### src/rtl/core/samu_pkg.sv
// shared constants, types and arithmetic helpers for the apparent magnitude pipeline
package samu_pkg;

    // fixed-point formats
    localparam int ANGLE_FRAC_BITS = 16;
    localparam int MAG_FRAC_BITS   = 10;
    localparam int LOG_FB          = 20;
    localparam int SUM_FB          = 48;

    // port widths
    localparam int MAG_W   = 15;
    localparam int RANGE_W = 30;
    localparam int ANG_W   = 19;
    localparam int OUT_W   = 18;

    // pi rounded to the angle format
    localparam logic [63:0] PI_Q60 = 64'h3243F6A8885A308D;
    localparam logic [63:0] PA64   =
        (PI_Q60 + (64'd1 << (59 - ANGLE_FRAC_BITS))) >> (60 - ANGLE_FRAC_BITS);
    localparam int D_W = ANG_W;
    localparam logic [D_W-1:0] PA = PA64[D_W-1:0];

    // squared angle, taken to LOG_FB fraction bits
    localparam int U_SH = 2 * ANGLE_FRAC_BITS - LOG_FB;
    localparam logic [2*D_W-1:0] U_RND = (U_SH > 0) ? ((2*D_W)'(1) << (U_SH - 1)) : '0;
    localparam int U_W = 2 * D_W - U_SH;

    // polynomial accumulator, Q.40
    localparam int ACC_W   = 41;
    localparam int HORNER_N = 6;
    localparam logic signed [ACC_W-1:0] POLY_Q40 [7] = '{
        41'sd366503875925, -41'sd36650387593, 41'sd1308942414, -41'sd24239674,
        41'sd275451, -41'sd2119, 41'sd12
    };

    // log2 unit
    localparam int LX_W   = 40;
    localparam int P_W    = 6;
    localparam int MANT_W = 31;

    // log-domain terms and weights
    localparam int LV_W = 32;
    localparam logic signed [LV_W-1:0] LOG2_FLOOR = -32'sd34832941;
    localparam logic signed [LV_W-1:0] K5  = 32'sd404035621;
    localparam logic signed [LV_W-1:0] K25 = 32'sd202017810;
    localparam int SUM_W = 64;
    localparam int RND_SH = SUM_FB - MAG_FRAC_BITS;
    localparam logic signed [SUM_W-1:0] OUT_MIN = -(SUM_W'(1) <<< (OUT_W - 1));
    localparam logic signed [SUM_W-1:0] OUT_MAX = (SUM_W'(1) <<< (OUT_W - 1)) - 1;

    // pipeline depth, acceptance to result strobe
    localparam int LAT_POLY  = 2 + HORNER_N;
    localparam int LAT_LOG   = LOG_FB + 1;
    localparam int LAT_COMB  = 4;
    localparam int LATENCY   = LAT_POLY + LAT_LOG + LAT_COMB;

    typedef struct packed {
        logic [P_W-1:0]    p;
        logic [LOG_FB-1:0] frac;
    } log_res_t;

    // one horner step: c + acc*u, product rounded half away from zero
    function automatic logic signed [ACC_W-1:0] horner_step(
        input logic signed [ACC_W-1:0] acc,
        input logic [U_W-1:0]          u,
        input logic signed [ACC_W-1:0] c
    );
        logic [ACC_W-1:0]     mag;
        logic [ACC_W+U_W-1:0] prod;
        logic [ACC_W-1:0]     q;
        mag  = acc[ACC_W-1] ? ACC_W'(-acc) : ACC_W'(acc);
        prod = (ACC_W+U_W)'(mag) * (ACC_W+U_W)'(u);
        prod = prod + ((ACC_W+U_W)'(1) << (LOG_FB - 1));
        q    = ACC_W'(prod >> LOG_FB);
        return acc[ACC_W-1] ? (c - $signed(q)) : (c + $signed(q));
    endfunction

    // log2 value in Q.LOG_FB, less a power-of-two scale
    function automatic logic signed [LV_W-1:0] log_value(
        input log_res_t res,
        input int       scale
    );
        logic signed [LV_W-1:0] ip;
        ip = $signed(LV_W'(res.p)) - LV_W'(scale);
        return (ip <<< LOG_FB) + $signed(LV_W'(res.frac));
    endfunction

endpackage

### src/rtl/core/samu_combine.sv
// log-domain sum, weighting, rounding and saturation
module samu_combine
    import samu_pkg::*;
(
    input  logic                    clk,
    input  logic                    rst_n,
    input  logic                    in_vld,
    input  logic signed [MAG_W-1:0] mag,
    input  logic                    use_poly,
    input  log_res_t                log_d,
    input  log_res_t                log_acc,
    input  log_res_t                log_rng,
    output logic                    done,
    output logic signed [OUT_W-1:0] apparent_mag
);

    logic                    v0_reg, v1_reg, v2_reg, v3_reg;
    logic signed [MAG_W-1:0] mag0_reg;
    logic signed [LV_W-1:0]  lf0_reg, lr0_reg;
    logic signed [SUM_W-1:0] mag1_reg, pr1_reg, pf1_reg, sum2_reg;
    logic signed [OUT_W-1:0] out_reg;

    logic signed [LV_W-1:0]  ld, la, lf_raw, lf_next;
    logic signed [SUM_W-1:0] sum_next, r_full;
    logic signed [OUT_W-1:0] out_next;

    always_comb
    begin
        ld     = log_value(log_d, ANGLE_FRAC_BITS);
        la     = log_value(log_acc, 40);
        lf_raw = ld + (ld <<< 1) + la;
        if (use_poly && (lf_raw > LOG2_FLOOR))
        begin
            lf_next = lf_raw;
        end
        else
        begin
            lf_next = LOG2_FLOOR;
        end
    end

    assign sum_next = mag1_reg + pr1_reg - pf1_reg - (SUM_W'(30) <<< SUM_FB);

    // half toward plus infinity, then clamp
    always_comb
    begin
        r_full = (sum2_reg + (SUM_W'(1) <<< (RND_SH - 1))) >>> RND_SH;
        if (r_full < OUT_MIN)
        begin
            out_next = OUT_W'(OUT_MIN);
        end
        else if (r_full > OUT_MAX)
        begin
            out_next = OUT_W'(OUT_MAX);
        end
        else
        begin
            out_next = OUT_W'(r_full);
        end
    end

    always_ff @(posedge clk or negedge rst_n)
    begin
        if (!rst_n)
        begin
            v0_reg <= 1'b0;
            v1_reg <= 1'b0;
            v2_reg <= 1'b0;
            v3_reg <= 1'b0;
        end
        else
        begin
            v0_reg <= in_vld;
            v1_reg <= v0_reg;
            v2_reg <= v1_reg;
            v3_reg <= v2_reg;
        end
    end

    always_ff @(posedge clk)
    begin
        mag0_reg <= mag;
        lf0_reg  <= lf_next;
        lr0_reg  <= log_value(log_rng, 0);
        mag1_reg <= SUM_W'(mag0_reg) <<< (SUM_FB - MAG_FRAC_BITS);
        pr1_reg  <= SUM_W'(lr0_reg) * SUM_W'(K5);
        pf1_reg  <= SUM_W'(lf0_reg) * SUM_W'(K25);
        sum2_reg <= sum_next;
        if (v2_reg)
        begin
            out_reg <= out_next;
        end
    end

    assign done         = v3_reg;
    assign apparent_mag = out_reg;

endmodule

### config.mk
export PLATFORM = sky130hd
export DESIGN_NAME = samu_combine
export DESIGN_NICKNAME = d
export VERILOG_FILES = /design/src/rtl/core/samu_pkg.sv /design/src/rtl/core/samu_combine.sv
export SDC_FILE = /design/constraint.sdc
export NUM_CORES = 2
export LEC_CHECK = 0
export ABC_CLOCK_PERIOD_IN_PS = 13410
export BUFFER_PORTS_ARGS = -buffer_cell sky130_fd_sc_hd__buf_2
export CORE_MARGIN = 3
export CORE_UTILIZATION = 30
export DETAILED_ROUTE_END_ITERATION = 7
export GPL_TIMING_DRIVEN = 0
export PLACE_DENSITY = 0.5
export SLEW_MARGIN = 20
export SYNTH_ARGS = -nofsm -noshare
export SYNTH_HDL_FRONTEND = slang
export SYNTH_SLANG_ARGS = --single-unit
### constraint.sdc
create_clock -name clk -period 13.41 [get_ports clk]
set_input_delay 0 -clock clk [delete_from_list [all_inputs] [get_ports clk]]
set_output_delay 0 -clock clk [all_outputs]
set_load 0.02 [all_outputs]
==> results <==
- The flow ran to the end, and the final reports show no timing, DRC or antenna violations.
- The initial antenna violation count is 0.
- Among all flip-flop cells after synthesis, the most frequent one is sky130_fd_sc_hd__dfxtp_1.
- After legalization and detailed placement, the total HPWL measured 70400 µm.
- The height of the die is 342 µm.
- The total area inside the core boundary comes to 111000 µm².
- Using the TritonRoute via totals, the vias-per-cell ratio works out to 4.50.
- Post-CTS repair changed the size of 0 cells.
- The critical path launch point type is a flip-flop.
- The routability congestion estimate from global placement is 0.850.
- The top metal layer carrying routed signals is met4.
- The synthesized area is 33800 µm².
- The initial utilization of the core area, before any placement, comes to 30.4%.
- The top-level port count is 116.
- The count of buffers added on input and output ports is 115.
- A synthesized cell averages 9.59 µm².
- Of all flip-flops after synthesis, the portion carrying an async set or reset was 1.60%.
- The number of hold violations in the final report is 0.
- Summing all placed instances gives a cell area of 36200 µm².
- The number of synthesis warnings is 0.
- The net total in the final layout is 5013.
- The later pin in the worst-skew pair is clocked with a latency of 0.60 ns.
- The slowest stage of the critical path is the sky130_fd_sc_hd__dfxtp_1 cell.
- The post-CTS repair timing setup buffer count is 0.
- For this run, design rule violations remaining after detail routing come to 0.
- Setup repair after global routing left no endpoint under its margin.
- The smallest clock period supported by the final layout is computed as 7.25 ns.
- Setup violations remaining at the end of the flow were counted as 0.
- The area of the die is 117000 µm².
- Counting flops and latches in the post-synthesis netlist gives 250.
- Clock-pin slew was measured on the worst setup and hold paths at 0.07 ns.
- When the netlist entered floorplanning its net count stood at 4784.
- The floorplan has 122 rows.
- The overall via count from detail_route is 23700.
- The aggregate negative setup slack is 0 ns.
- The number of buffers inserted for hold repair after clock tree synthesis is 81.
- The highest clock frequency the design can meet is 138 MHz.
- At the pin with the least slew margin, the transition time is 0.864 ns.
- The routed wire length on met2 is 36900 µm.
- TritonCTS built the clock tree.
- The number of buffers on the longest clock path is 3.
- In this run the number of H-tree levels came out at 1.
- The total global routing overflow is 0.
- Summed over all nets, wire length on met3 after detailed routing comes to 3230 µm.
- Across every metal layer, demand over resource in global routing totals 14.2%.
- The number of enable flip-flop cells after synthesis is 18.
- The via count of the first global-routing pass is 24700.
- In this run the horizontal extent of the chip is 342 µm.
- STA puts the critical path data required time at 13.93 ns.
- The final routed wire length divided by cell count is 15.5 µm.
- The classification of the worst-slack hold path is input port to flip-flop.
- The detailed router put a total of 40600 µm of wire on met1.
- The number of routed nets with antenna violations is 0.
- The count of final max-slew check failures is 0.
- The first global-routing pass estimated 133000 µm of wire.
- By instance count, the cell type seen most on the critical path is sky130_fd_sc_hd__inv_1.
- The first TritonRoute pass finished after 5 iterations.
- After filler insertion, the fill cell instance count of the layout stands at 11500.
- The cell area after layout is 38200 µm².
- Synthesis produced 3526 cells.
- The total wirelength of the detailed-routed design is 81800 µm.
- The worst clock skew is 0.0133 ns.
- The count of routing violations after the opening detailed-route iteration is 819.
- The normalized max-slew margin is 41.9%.
- The number of clock sinks is 250.
- TritonCTS created 31 clock buffers.
- The path type of the worst setup path is flip-flop to flip-flop.
- STA puts the critical path data arrival time at 7.77 ns.
- For this run, the slowest stage of the critical path takes 0.59 ns.
- The number of distinct library cells after synthesis is 74.
- The kind of capture point of the worst setup path is a flip-flop.
- The fraction of layout instances using a drive strength above 1 is 5.32%.
- The count of max-cap constraint violations is 0.
- The cell at the root of the clock tree is sky130_fd_sc_hd__clkbuf_16.
- The final clock period utilization by the worst path is 54.0%.
- Of all nets on the critical path, the largest fanout is 7.
- The proportion of synthesized chip area in sequential cells is 15.4%.
- The final antenna diode count is 0.
- The number of flip-flops in the largest register is 59.
- The largest net degree at the start of global routing is 40.
- The area overhead of the layout relative to synthesis is 13.0%.
worst max-delay path, delay by kind of cell (launching register included):
family	cells	cell delay [ns]
AO/OA/AOI/OAI	9	2.43
XOR/XNOR	1	0.21
adder cells (fa/ha/maj)	8	3.30
buffers and inverters	7	0.61
flip-flops	1	0.59
area by class of cell:
cell class	instances	area, µm²	area share [%]
Buffer	29	113	0.295
Clock buffer	37	850	2.22
Clock inverter	21	302	0.789
Inverter	816	3060	8.02
Multi-Input combinational cell	2431	25400	66.5
Sequential cell	250	5210	13.6
Tap cell	1488	1860	4.87
Timing Repair Buffer	196	1390	3.63
per-layer routing:
layer | GRT usage [%] | up-vias
li1 | - | 12100
met5 | 0 | -
met1 | 20.1 | 11200
met2 | 23.2 | 331
met4 | 1.96 | 0
met3 | 2.05 | 55
path summary, 6_finish.rpt:
| check | to | cells past startpoint | startpoint | slack [ns] |
|---|---|---|---|---|
| setup / recovery | pr1_reg[55]$_DFF_P_ | 25 | lr0_reg[10]$_DFF_P_ | 6.16 |
| hold / removal | lr0_reg[5]$_DFF_P_ | 2 | log_rng[5] | 0.03 |
| setup reg to reg | pr1_reg[55]$_DFF_P_ | 25 | lr0_reg[10]$_DFF_P_ | 6.16 |
| hold reg to reg | mag1_reg[45]$_DFF_P_ | 0 | mag0_reg[7]$_DFF_P_ | 0.33 |
| max in group asynchronous | v2_reg$_DFF_PN0_ | 3 | rst_n | 12.97 |
| min in group asynchronous | v0_reg$_DFF_PN0_ | 3 | rst_n | 0.28 |
through the flow:
step,instances,worst slack [ns],utilization [%],hold slack (ns)
floorplan,3526,6.72,-,-0.296
global placement,5129,5.09,32.6,-0.194
detailed placement,5129,6.18,32.6,-0.195
CTS,5268,6.14,34.3,0.000402
global route,5268,5.75,34.3,0.0200
finish,5268,6.16,34.3,0.0319
synth_stat cells (all sizes together), types with 5 or more instances:
library cell / instances / area (µm²)
a2111oi: 5 / 50.0
a211oi: 23 / 173
a21o: 104 / 781
a21oi: 194 / 975
a31o: 12 / 105
a31oi: 20 / 125
a41oi: 8 / 85.1
and2: 8 / 50.1
and3: 36 / 225
and4: 11 / 96.3
clkbuf: 25 / 93.8
dfxtp: 228 / 4560
edfxtp: 18 / 541
fa: 380 / 7610
ha: 781 / 9770
inv: 815 / 3060
mux2i: 10 / 100
nand2: 103 / 387
nand2b: 24 / 150
nand3: 39 / 195
nand4: 25 / 156
nor2: 113 / 424
nor2b: 22 / 138
nor3: 22 / 110
o211ai: 12 / 90.1
o21a: 30 / 225
o21ai: 128 / 641
o21bai: 19 / 143
o221ai: 6 / 52.6
o22ai: 6 / 37.5
o31ai: 9 / 67.6
o41ai: 5 / 62.6
or2: 7 / 43.8
or3: 5 / 31.3
xnor2: 125 / 1090
xor2: 84 / 736
layout by cell type (no fill, tap or decap), types with 12 or more instances in the layout:
cell type	n
sky130_fd_sc_hd__xor2_1	84
sky130_fd_sc_hd__nand4_1	25
sky130_fd_sc_hd__nand3_1	39
sky130_fd_sc_hd__nor2b_1	22
sky130_fd_sc_hd__o21bai_1	19
sky130_fd_sc_hd__dfxtp_1	227
sky130_fd_sc_hd__edfxtp_1	18
sky130_fd_sc_hd__o21a_1	30
sky130_fd_sc_hd__inv_1	815
sky130_fd_sc_hd__nand2_1	103
sky130_fd_sc_hd__o21ai_0	124
sky130_fd_sc_hd__a211oi_1	23
sky130_fd_sc_hd__buf_2	118
sky130_fd_sc_hd__xnor2_1	125
sky130_fd_sc_hd__fa_1	380
sky130_fd_sc_hd__clkbuf_1	27
sky130_fd_sc_hd__o211ai_1	12
sky130_fd_sc_hd__dlygate4sd3_1	81
sky130_fd_sc_hd__clkbuf_16	32
sky130_fd_sc_hd__nand2b_1	24
sky130_fd_sc_hd__ha_1	781
sky130_fd_sc_hd__a31oi_1	20
sky130_fd_sc_hd__and3_1	36
sky130_fd_sc_hd__nor2_1	113
sky130_fd_sc_hd__a21o_1	104
sky130_fd_sc_hd__a21oi_1	193
sky130_fd_sc_hd__nor3_1	22
kinds of logic after synthesis:
family / after synthesis / synth area share [%]
adder cells (fa/ha/maj): 1161 / 51.4
buffers and inverters: 845 / 9.39
AO/OA/AOI/OAI: 625 / 11.9
AND/OR/NAND/NOR: 426 / 6.19
flip-flops: 250 / 15.4
XOR/XNOR: 209 / 5.42
multiplexers: 10 / 0.296
Power is left out: the tool's default activity adds up to more than one toggle a clock period on the data nets, which glitch-free logic cannot reach.
